===== src/rtl/core/rsf_pkg.sv =====
// Shared codes and types for the range spike filter.
package rsf_pkg;

   localparam int CSR_ADDR_BITS = 4;
   localparam int CSR_DATA_BITS = 32;
   localparam int INTENSITY_BITS = 16;

   typedef enum logic [1:0] {
      KIND_FIN = 2'd0,
      KIND_INF = 2'd1,
      KIND_NAN = 2'd2,
      KIND_BAD = 2'd3
   } kind_type;

   typedef enum logic [1:0] {
      REG_THRESHOLD = 2'd0,
      REG_MIN_RANGE = 2'd1,
      REG_MAX_RANGE = 2'd2,
      REG_NONE      = 2'd3
   } reg_index_type;

   typedef struct packed {
      logic first;
      logic second;
   } push_type;

endpackage


===== src/rtl/core/rsf_csr.sv =====
// Configuration registers of the range spike filter behind an APB-style port.
module rsf_csr
   import rsf_pkg::*;
#(
   parameter int RANGE_BITS = 16
) (
   input  logic                     clock,
   input  logic                     reset,
   input  logic                     csr_psel,
   input  logic                     csr_penable,
   input  logic                     csr_pwrite,
   input  logic [CSR_ADDR_BITS-1:0] csr_paddr,
   input  logic [CSR_DATA_BITS-1:0] csr_pwdata,
   output logic [CSR_DATA_BITS-1:0] csr_prdata,
   output logic                     csr_pready,
   output logic [RANGE_BITS-1:0]    threshold,
   output logic [RANGE_BITS-1:0]    min_range,
   output logic [RANGE_BITS-1:0]    max_range
);

   logic [RANGE_BITS-1:0] threshold_ff;
   logic [RANGE_BITS-1:0] min_range_ff;
   logic [RANGE_BITS-1:0] max_range_ff;
   reg_index_type         index;
   logic                  write_en;

   assign index      = reg_index_type'(csr_paddr[3:2]);
   assign write_en   = csr_psel & csr_penable & csr_pwrite;
   assign csr_pready = 1'b1;

   always_ff @(posedge clock) begin
      if (reset) begin
         threshold_ff <= RANGE_BITS'(200);
         min_range_ff <= '0;
         max_range_ff <= '1;
      end else if (write_en) begin
         case (index)
            REG_THRESHOLD: threshold_ff <= csr_pwdata[RANGE_BITS-1:0];
            REG_MIN_RANGE: min_range_ff <= csr_pwdata[RANGE_BITS-1:0];
            REG_MAX_RANGE: max_range_ff <= csr_pwdata[RANGE_BITS-1:0];
            default: ;
         endcase
      end
   end

   always_comb begin
      case (index)
         REG_THRESHOLD: csr_prdata = CSR_DATA_BITS'(threshold_ff);
         REG_MIN_RANGE: csr_prdata = CSR_DATA_BITS'(min_range_ff);
         REG_MAX_RANGE: csr_prdata = CSR_DATA_BITS'(max_range_ff);
         default:       csr_prdata = '0;
      endcase
   end

   assign threshold = threshold_ff;
   assign min_range = min_range_ff;
   assign max_range = max_range_ff;

endmodule


===== src/rtl/core/rsf_window.sv =====
// Sample window and outlier decision of the range spike filter.
module rsf_window
   import rsf_pkg::*;
#(
   parameter int RANGE_BITS = 16,
   parameter int ENTRY_BITS = RANGE_BITS + INTENSITY_BITS + 4
) (
   input  logic                      clock,
   input  logic                      reset,
   input  logic                      accept,
   input  logic [RANGE_BITS-1:0]     range_mm,
   input  logic [1:0]                range_kind,
   input  logic [INTENSITY_BITS-1:0] intensity,
   input  logic                      intensity_present,
   input  logic                      scan_last,
   input  logic [RANGE_BITS-1:0]     threshold,
   input  logic [RANGE_BITS-1:0]     min_range,
   input  logic [RANGE_BITS-1:0]     max_range,
   output push_type                  push,
   output logic [ENTRY_BITS-1:0]     slot0,
   output logic [ENTRY_BITS-1:0]     slot1
);

   typedef struct packed {
      logic [RANGE_BITS-1:0]     range_mm;
      logic [1:0]                kind;
      logic [INTENSITY_BITS-1:0] intensity;
      logic                      present;
      logic                      last;
   } entry_type;

   logic [RANGE_BITS-1:0]     prior_range_ff, prior_range_in;
   kind_type                  prior_kind_ff, prior_kind_in;
   logic                      prior_exists_ff, prior_exists_in;
   logic [RANGE_BITS-1:0]     held_range_ff, held_range_in;
   kind_type                  held_kind_ff, held_kind_in;
   logic [INTENSITY_BITS-1:0] held_intensity_ff, held_intensity_in;
   logic                      held_present_ff, held_present_in;
   logic                      held_exists_ff, held_exists_in;

   kind_type                  new_kind;
   logic [RANGE_BITS-1:0]     diff_prior;
   logic [RANGE_BITS-1:0]     diff_next;
   logic                      far_prior;
   logic                      far_next;
   logic                      outlier;
   logic [RANGE_BITS-1:0]     fil_range;
   kind_type                  fil_kind;
   logic [INTENSITY_BITS-1:0] fil_intensity;
   entry_type                 held_entry;
   entry_type                 last_entry;

   assign new_kind = (range_kind == KIND_BAD) ? KIND_NAN : kind_type'(range_kind);

   assign diff_prior = (held_range_ff >= prior_range_ff) ? held_range_ff - prior_range_ff
                                                         : prior_range_ff - held_range_ff;
   assign diff_next  = (held_range_ff >= range_mm) ? held_range_ff - range_mm
                                                   : range_mm - held_range_ff;

   always_comb begin
      case (prior_kind_ff)
         KIND_INF: far_prior = 1'b1;
         KIND_FIN: far_prior = diff_prior > threshold;
         default:  far_prior = 1'b0;
      endcase
      case (new_kind)
         KIND_INF: far_next = 1'b1;
         KIND_FIN: far_next = diff_next > threshold;
         default:  far_next = 1'b0;
      endcase
   end

   assign outlier = prior_exists_ff && (held_kind_ff == KIND_FIN) &&
                    (held_range_ff >= min_range) && (held_range_ff <= max_range) &&
                    far_prior && far_next;

   assign fil_range     = outlier ? '0 : held_range_ff;
   assign fil_kind      = outlier ? KIND_INF : held_kind_ff;
   assign fil_intensity = outlier ? '0 : held_intensity_ff;

   always_comb begin
      held_entry.range_mm  = (fil_kind == KIND_FIN) ? fil_range : '0;
      held_entry.kind      = fil_kind;
      held_entry.intensity = held_present_ff ? fil_intensity : '0;
      held_entry.present   = held_present_ff;
      held_entry.last      = 1'b0;
      last_entry.range_mm  = (new_kind == KIND_FIN) ? range_mm : '0;
      last_entry.kind      = new_kind;
      last_entry.intensity = intensity_present ? intensity : '0;
      last_entry.present   = intensity_present;
      last_entry.last      = 1'b1;
   end

   assign slot0       = held_exists_ff ? held_entry : last_entry;
   assign slot1       = last_entry;
   assign push.first  = accept & (held_exists_ff | scan_last);
   assign push.second = accept & held_exists_ff & scan_last;

   always_comb begin
      prior_range_in    = prior_range_ff;
      prior_kind_in     = prior_kind_ff;
      prior_exists_in   = prior_exists_ff;
      held_range_in     = held_range_ff;
      held_kind_in      = held_kind_ff;
      held_intensity_in = held_intensity_ff;
      held_present_in   = held_present_ff;
      held_exists_in    = held_exists_ff;
      if (accept) begin
         if (held_exists_ff) begin
            prior_range_in  = fil_range;
            prior_kind_in   = fil_kind;
            prior_exists_in = 1'b1;
         end
         if (scan_last) begin
            prior_exists_in = 1'b0;
            held_exists_in  = 1'b0;
         end else begin
            held_range_in     = range_mm;
            held_kind_in      = new_kind;
            held_intensity_in = intensity;
            held_present_in   = intensity_present;
            held_exists_in    = 1'b1;
         end
      end
   end

   always_ff @(posedge clock) begin
      if (reset) begin
         prior_exists_ff <= 1'b0;
         held_exists_ff  <= 1'b0;
      end else begin
         prior_exists_ff <= prior_exists_in;
         held_exists_ff  <= held_exists_in;
      end
      prior_range_ff    <= prior_range_in;
      prior_kind_ff     <= prior_kind_in;
      held_range_ff     <= held_range_in;
      held_kind_ff      <= held_kind_in;
      held_intensity_ff <= held_intensity_in;
      held_present_ff   <= held_present_in;
   end

`ifndef SYNTHESIS
   a_last_empties: assert property (@(posedge clock) disable iff (reset)
      accept && scan_last |=> !held_exists_ff && !prior_exists_ff)
      else $error("window not emptied after last request");
   a_hold_next: assert property (@(posedge clock) disable iff (reset)
      accept && !scan_last |=> held_exists_ff)
      else $error("request not held after accept");
   a_prior_needs_held: assert property (@(posedge clock) disable iff (reset)
      prior_exists_ff |-> held_exists_ff)
      else $error("filtered predecessor without held request");
`endif

endmodule


===== src/rtl/core/rsf_out_queue.sv =====
// Result queue of the range spike filter: takes up to two results a cycle, gives one.
module rsf_out_queue
   import rsf_pkg::*;
#(
   parameter int ENTRY_BITS = 36
) (
   input  logic                  clock,
   input  logic                  reset,
   input  push_type              push,
   input  logic [ENTRY_BITS-1:0] slot0,
   input  logic [ENTRY_BITS-1:0] slot1,
   output logic                  space,
   output logic                  out_valid,
   input  logic                  out_ready,
   output logic [ENTRY_BITS-1:0] out_entry
);

   localparam int DEPTH = 4;
   localparam int PTR_BITS = $clog2(DEPTH);
   localparam int CNT_BITS = $clog2(DEPTH + 1);

   logic [ENTRY_BITS-1:0] mem_ff [DEPTH];
   logic [PTR_BITS-1:0]   wr_ptr_ff, wr_ptr_in;
   logic [PTR_BITS-1:0]   rd_ptr_ff, rd_ptr_in;
   logic [CNT_BITS-1:0]   count_ff, count_in;
   logic                  pop;
   logic [CNT_BITS-1:0]   pushed;

   assign pop       = out_valid & out_ready;
   assign pushed    = CNT_BITS'(push.first) + CNT_BITS'(push.second);
   assign out_valid = count_ff != '0;
   assign out_entry = mem_ff[rd_ptr_ff];
   assign space     = count_ff <= CNT_BITS'(DEPTH - 2);

   assign wr_ptr_in = wr_ptr_ff + PTR_BITS'(pushed);
   assign rd_ptr_in = rd_ptr_ff + PTR_BITS'(pop);
   assign count_in  = count_ff + pushed - CNT_BITS'(pop);

   always_ff @(posedge clock) begin
      if (reset) begin
         wr_ptr_ff <= '0;
         rd_ptr_ff <= '0;
         count_ff  <= '0;
      end else begin
         wr_ptr_ff <= wr_ptr_in;
         rd_ptr_ff <= rd_ptr_in;
         count_ff  <= count_in;
      end
      if (push.first) begin
         mem_ff[wr_ptr_ff] <= slot0;
      end
      if (push.second) begin
         mem_ff[wr_ptr_ff + PTR_BITS'(1)] <= slot1;
      end
   end

`ifndef SYNTHESIS
   a_no_overflow: assert property (@(posedge clock) disable iff (reset)
      count_ff <= CNT_BITS'(DEPTH))
      else $error("result queue overflow");
   a_second_with_first: assert property (@(posedge clock) disable iff (reset)
      push.second |-> push.first)
      else $error("second result pushed alone");
   a_push_needs_space: assert property (@(posedge clock) disable iff (reset)
      push.first |-> count_ff <= CNT_BITS'(DEPTH - 2))
      else $error("result pushed without room");
`endif

endmodule


===== src/rtl/core/range_spike_filter_unit.sv =====
// Top level of the range spike filter: isolated point outlier removal on a scan stream.
//
// Requests enter on the req_ channel (valid/ready), one scan sample each; results leave
// on the rsp_ channel (valid/ready) in scan order. Thresholds are set through the csr_
// APB-style port: threshold at 0x0, minimum range at 0x4, maximum range at 0x8.
// A sample is held back until its successor arrives, so its result is written into the
// result queue when the next request is accepted. A request marked scan_last releases
// the held sample and itself, so it yields two results, both written into the queue
// when it is accepted. A scan of one sample is written into the queue when accepted.
// Throughput is one request per cycle while req_ready is high; the four-entry result
// queue absorbs the double result of a last sample while the receiver keeps taking one
// result a cycle. req_ready drops when the queue cannot take two more results, so a
// stalled receiver stalls the sender after at most four requests; nothing is dropped.
// Reset empties the window and the queue and loads the register reset values.
module range_spike_filter_unit
   import rsf_pkg::*;
#(
   parameter int RANGE_BITS = 16
) (
   input  logic                      clock,
   input  logic                      reset,
   input  logic                      req_valid,
   output logic                      req_ready,
   input  logic [RANGE_BITS-1:0]     req_range_mm,
   input  logic [1:0]                req_range_kind,
   input  logic [INTENSITY_BITS-1:0] req_intensity,
   input  logic                      req_intensity_present,
   input  logic                      req_scan_last,
   output logic                      rsp_valid,
   input  logic                      rsp_ready,
   output logic [RANGE_BITS-1:0]     rsp_out_range_mm,
   output logic [1:0]                rsp_out_range_kind,
   output logic [INTENSITY_BITS-1:0] rsp_out_intensity,
   output logic                      rsp_out_intensity_present,
   output logic                      rsp_out_last,
   input  logic                      csr_psel,
   input  logic                      csr_penable,
   input  logic                      csr_pwrite,
   input  logic [CSR_ADDR_BITS-1:0]  csr_paddr,
   input  logic [CSR_DATA_BITS-1:0]  csr_pwdata,
   output logic [CSR_DATA_BITS-1:0]  csr_prdata,
   output logic                      csr_pready
);

   localparam int ENTRY_BITS = RANGE_BITS + INTENSITY_BITS + 4;

   logic [RANGE_BITS-1:0] threshold;
   logic [RANGE_BITS-1:0] min_range;
   logic [RANGE_BITS-1:0] max_range;
   logic                  accept;
   push_type              push;
   logic [ENTRY_BITS-1:0] slot0;
   logic [ENTRY_BITS-1:0] slot1;
   logic [ENTRY_BITS-1:0] out_entry;

   assign accept = req_valid & req_ready;

   rsf_csr #(
      .RANGE_BITS(RANGE_BITS)
   ) u_csr (
      .clock       (clock),
      .reset       (reset),
      .csr_psel    (csr_psel),
      .csr_penable (csr_penable),
      .csr_pwrite  (csr_pwrite),
      .csr_paddr   (csr_paddr),
      .csr_pwdata  (csr_pwdata),
      .csr_prdata  (csr_prdata),
      .csr_pready  (csr_pready),
      .threshold   (threshold),
      .min_range   (min_range),
      .max_range   (max_range)
   );

   rsf_window #(
      .RANGE_BITS(RANGE_BITS),
      .ENTRY_BITS(ENTRY_BITS)
   ) u_window (
      .clock             (clock),
      .reset             (reset),
      .accept            (accept),
      .range_mm          (req_range_mm),
      .range_kind        (req_range_kind),
      .intensity         (req_intensity),
      .intensity_present (req_intensity_present),
      .scan_last         (req_scan_last),
      .threshold         (threshold),
      .min_range         (min_range),
      .max_range         (max_range),
      .push              (push),
      .slot0             (slot0),
      .slot1             (slot1)
   );

   rsf_out_queue #(
      .ENTRY_BITS(ENTRY_BITS)
   ) u_queue (
      .clock     (clock),
      .reset     (reset),
      .push      (push),
      .slot0     (slot0),
      .slot1     (slot1),
      .space     (req_ready),
      .out_valid (rsp_valid),
      .out_ready (rsp_ready),
      .out_entry (out_entry)
   );

   assign rsp_out_range_mm          = out_entry[ENTRY_BITS-1 -: RANGE_BITS];
   assign rsp_out_range_kind        = out_entry[INTENSITY_BITS+3 -: 2];
   assign rsp_out_intensity         = out_entry[INTENSITY_BITS+1 -: INTENSITY_BITS];
   assign rsp_out_intensity_present = out_entry[1];
   assign rsp_out_last              = out_entry[0];

endmodule

===== config.mk =====
export PLATFORM = sky130hd
export DESIGN_NAME = range_spike_filter_unit
export DESIGN_NICKNAME = d
export VERILOG_FILES = /design/src/rtl/core/rsf_pkg.sv /design/src/rtl/core/rsf_csr.sv /design/src/rtl/core/rsf_window.sv /design/src/rtl/core/rsf_out_queue.sv /design/src/rtl/core/range_spike_filter_unit.sv
export SDC_FILE = /design/constraint.sdc
export NUM_CORES = 1
export LEC_CHECK = 0
export BUFFER_PORTS_ARGS = -buffer_cell sky130_fd_sc_hd__buf_2
export CORE_UTILIZATION = 35
export DETAILED_ROUTE_END_ITERATION = 12
export GPL_TIMING_DRIVEN = 0
export PLACE_DENSITY = 0.66
export SLEW_MARGIN = 15
export SYNTH_ARGS = -nofsm -noshare
export SYNTH_HDL_FRONTEND = slang
export SYNTH_SLANG_ARGS = --single-unit
export TNS_END_PERCENT = 100

===== constraint.sdc =====
create_clock -name clock -period 5.5 [get_ports clock]
set_clock_uncertainty 0.2 [all_clocks]
set_input_delay 0.55 -clock clock [delete_from_list [all_inputs] [get_ports clock]]
set_output_delay 0.55 -clock clock [all_outputs]
set_load 0.01 [all_outputs]

==> flow_summary.toml <==
[synthesis]
synth_area_per_cell_um2 = 10.5
ys_types = 70
synth_cells = 1518
synth_edf_count = 193
synth.cell_area_um2 = 15900
ys_seq_area_share_pct = 44.2
synthSimpleGateAreaFrac_pct = 9.97
async_flop_share_pct = 0
yosys_warnings = 0
synth_adder_area_share_pct = 11.0
synth_compound_area_share_pct = 19.8
yosys.area_share.xor_xnor_pct = 1.71
ys.flop_type = "edfxtp_1"
muxShareOfSynthArea_pct = 7.18
synth_top_family_by_area = "compound AO/OA/AOI/OAI gates"
ys_ff_latch = 254

[status]
outcome = "complete, but fails checks"
violations = "setup timing"

[clock_network]
root_buffer = "clkbuf_16"
clockBufferDepth = 3
worst_skew_pair.late_latency_ps = 590
clock-sinks = 254
cts_tree = "built"
clkSlewWorstSetupHoldPaths_ps = 70
cts-buffers-inserted = 28
h-tree-depth = 1

[detailed_routing]
dr.pass1.iters = 6
drc = 0
vias = 13990
final_antenna_net_count = 0
wl_um = 54700
drt_iter0_markers = 1374
viasPerCell = 5.90
wl_per_cell_um = 23.1

[setup_path]
slowest_delay_ps = 420
critical_path.cell_chain = "inv_2, ha_4, inv_2, fa_2, a21oi_4, o211ai_1, a31o_2, a211oi_4, a2bb2oi_4, buf_8, buf_6, mux2i_4, xnor2_2, ha_1, a21o_1, a21oi_2, nor2b_1, o31a_1, o21ai_2, a2111oi_4, buf_6, buf_16, clkbuf_16, o32ai_4"
ff2ff_setup_slack_ps = -90
r2r_start = "u_window.held_range_ff[0]"
cp_max_fo = 6
critPathRequiredTime_ps = 5680
crit_family = "compound AO/OA/AOI/OAI gates"
start_kind = "register"
slowest_stage = "edfxtp_1"
reg2reg_to = "u_queue.mem_ff[0][5]"
critPathCapture = "u_queue.mem_ff[0][5]"
startpoint = "u_window.held_range_ff[0]"
cp-end-kind = "register"
worst-path-buf-inv = 7
r2r_cells = 24
path_depth = 24
crit_arrival_ps = 5780
critPathKind = "reg2reg"

[sta]
post-route-period-util_pct = 102
maxSlewViolCount = 0
fin_setup_tns_ps = -2360
slew_headroom_pct = 12.1
period_needed_ps = 5590
tightest_slew_ps = 1320
setup_viol = 72
hold_viol = 0
fin_ws_ps = -92.9
rsz0062_at_grt = "yes"
fmax_mhz = 179

[final_layout]
nets = 1973
syn2layout_area_growth_pct = 35.0
drive_gt1_share_pct = 27.8
nFillCells = 3841

[place]
gp_congestion = 0.932
numPortBuffers = 112
pre_cts_slack_ps = -1810
dp_hpwl_um = 35100

[floorplan]
dieArea_um2 = 46300
row_count = 77
die_w_um = 215
die_h_um = 215
coreArea_um2 = 44500
start_util_pct = 35.7
boundaryPins = 150

[power_and_ir_drop]
finalPower_mw = 6.60
p_leak_nw = 7.85
peakVddDrop_mv = 0.284
power.density_nw_per_um2 = 308

[grt]
antenna_found_initial = 6
grt_max_degree = 24
track_usage_pct = 21.9
gr-total-overflow = 0
grt_pass1_vias = 13563
grt_pass1_wl_um = 79200

[worst_hold_path]
hp-class = "in2reg"
min_path_cells = 2

[flow_run]
max_cap_violations = 0
[placed cells by master (no fill, tap or decap), types with 61 or more instances in the layout]
master and count:
o32ai_2 69, dfxtp_1 61, buf_2 114, inv_1 122
nand2_1 178, ha_1 130, clkbuf_1 72, nor2_1 68
edfxtp_1 193, a21oi_1 79
[layer usage]
layer,track usage [%],up-vias,part of all wire [%]
met5,0,-,0.10
li1,-,6198,-
met2,36.3,756,48
met4,8.39,10,3.9
met1,28.5,6875,39
met3,3.44,151,8.4
[area by class of cell]
type,instances,area (um2),share of cell area (%)
diodes,2,5.00,0.0233
well taps,592,741,3.45
clock buffers,39,826,3.85
clock inverters,12,95.1,0.443
flip-flops and latches,254,7020,32.7
plain buffers,110,791,3.69
inverters,125,469,2.19
repair buffers,196,1590,7.40
multi-input cells,1042,9920,46.2
[stage by stage]
stage | instance area [um2] | utilization (%) | hold slack [ps] | cells
after global placement | 17300 | 38.8 | 253 | 2237
after detailed placement | 17500 | 39.2 | 268 | 2244
after global routing | 21400 | 48.2 | 6.63 | 2371
after CTS | 20300 | 45.6 | 2.33 | 2349
final | 21400 | 48.2 | 12.9 | 2372
after floorplan | 16000 | - | 236 | 1533
[worst min path at each step]
stage	start	endpoint	slack (ps)
after floorplan	u_queue.mem_ff[1][0]	u_queue.mem_ff[1][0]	240
after global placement	u_queue.mem_ff[1][0]	u_queue.mem_ff[1][0]	250
after detailed placement	u_csr.min_range[10]	u_csr.min_range[10]	270
after CTS	csr_pwdata[10]	u_csr.max_range[10]	2
after global routing	csr_pwdata[0]	u_csr.max_range[0]	7
final	csr_pwdata[10]	u_csr.max_range[10]	10
[worst register-to-register path, cell delays in order (launching register included)]
cell,delay [ps]
edfxtp_1,420
inv_2,140
ha_4,150
inv_2,50
fa_2,400
a21oi_4,190
o211ai_1,140
a31o_2,320
a211oi_4,380
a2bb2oi_4,320
buf_8,180
buf_6,110
mux2i_4,230
xnor2_2,120
ha_1,330
a21o_1,200
a21oi_2,110
nor2b_1,50
o31a_1,280
o21ai_2,200
a2111oi_4,50
buf_6,220
buf_16,160
clkbuf_16,160
o32ai_4,310
[state kept, by name (all words and copies together) (netlist names)]
| signal | flops |
|---|---|
| u_queue.wr_ptr_ff | 2 |
| u_csr.max_range | 16 |
| u_window.held_intensity_ff | 16 |
| u_window.held_present_ff | 1 |
| u_queue.count_ff | 3 |
| u_window.prior_kind_ff | 2 |
| u_csr.min_range | 16 |
| u_window.held_kind_ff | 2 |
| u_csr.threshold | 16 |
| u_window.held_exists_ff | 1 |
| u_queue.mem_ff | 144 |
| u_window.prior_exists_ff | 1 |
| u_window.held_range_ff | 16 |
| u_window.prior_range_ff | 16 |
| u_queue.rd_ptr_ff | 2 |
[repair_timing]
action | in CTS | in global routing
resized for setup | 222 | 122
pin swaps | 56 | 115
gates cloned | 8 | 6
buffers inserted | 28 | 15
hold buffers | 19 | 1
hold endpoints to repair | 19 | 1
setup endpoints to repair | 149 | 149
[synthesized netlist by cell type, drive strengths merged (5+ instances only)]
| cell | number | area share (%) |
|---|---|---|
| a211oi | 14 | 0.66 |
| mux2 | 5 | 0.38 |
| nor3 | 19 | 0.60 |
| o21ai | 64 | 2.0 |
| inv | 125 | 3.0 |
| o21a | 11 | 0.52 |
| buf | 32 | 1.3 |
| nand3 | 13 | 0.41 |
| and2 | 7 | 0.28 |
| clkbuf | 80 | 1.9 |
| nor2 | 74 | 1.8 |
| a21oi | 93 | 3.1 |
| o32ai | 130 | 7.2 |
| o211ai | 11 | 0.52 |
| mux4 | 36 | 5.1 |
| fa | 5 | 0.63 |
| nor2b | 17 | 0.67 |
| nand4 | 14 | 0.55 |
| xor2 | 15 | 0.83 |
| ha | 132 | 10 |
| xnor2 | 16 | 0.88 |
| or3 | 8 | 0.31 |
| nand2b | 13 | 0.51 |
| a21o | 33 | 1.6 |
| mux2i | 27 | 1.7 |
| nand2 | 179 | 4.2 |
| dfxtp | 61 | 7.7 |
| o22ai | 10 | 0.39 |
| o21bai | 5 | 0.24 |
| a211o | 19 | 1.0 |
| edfxtp | 193 | 36 |
[cell families after synthesis]
kind of cell,Yosys count
muxes,68
adders and majority gates,137
other,2
and+or+nand+nor,358
AOI/OAI and AO/OA,431
buffers and inverters,237
xor gates and xnor gates,31
DFF,254
[power by group]
| group | total, mW | switching, mW | internal (mW) |
|---|---|---|---|
| registers | 2.30 | 0.0709 | 2.23 |
| clock network | 1.90 | 0.844 | 1.06 |
| logic | 2.40 | 1.41 | 0.989 |
| total | 6.60 | 2.33 | 4.27 |
Note: power is estimated with default switching activity, not from simulation.
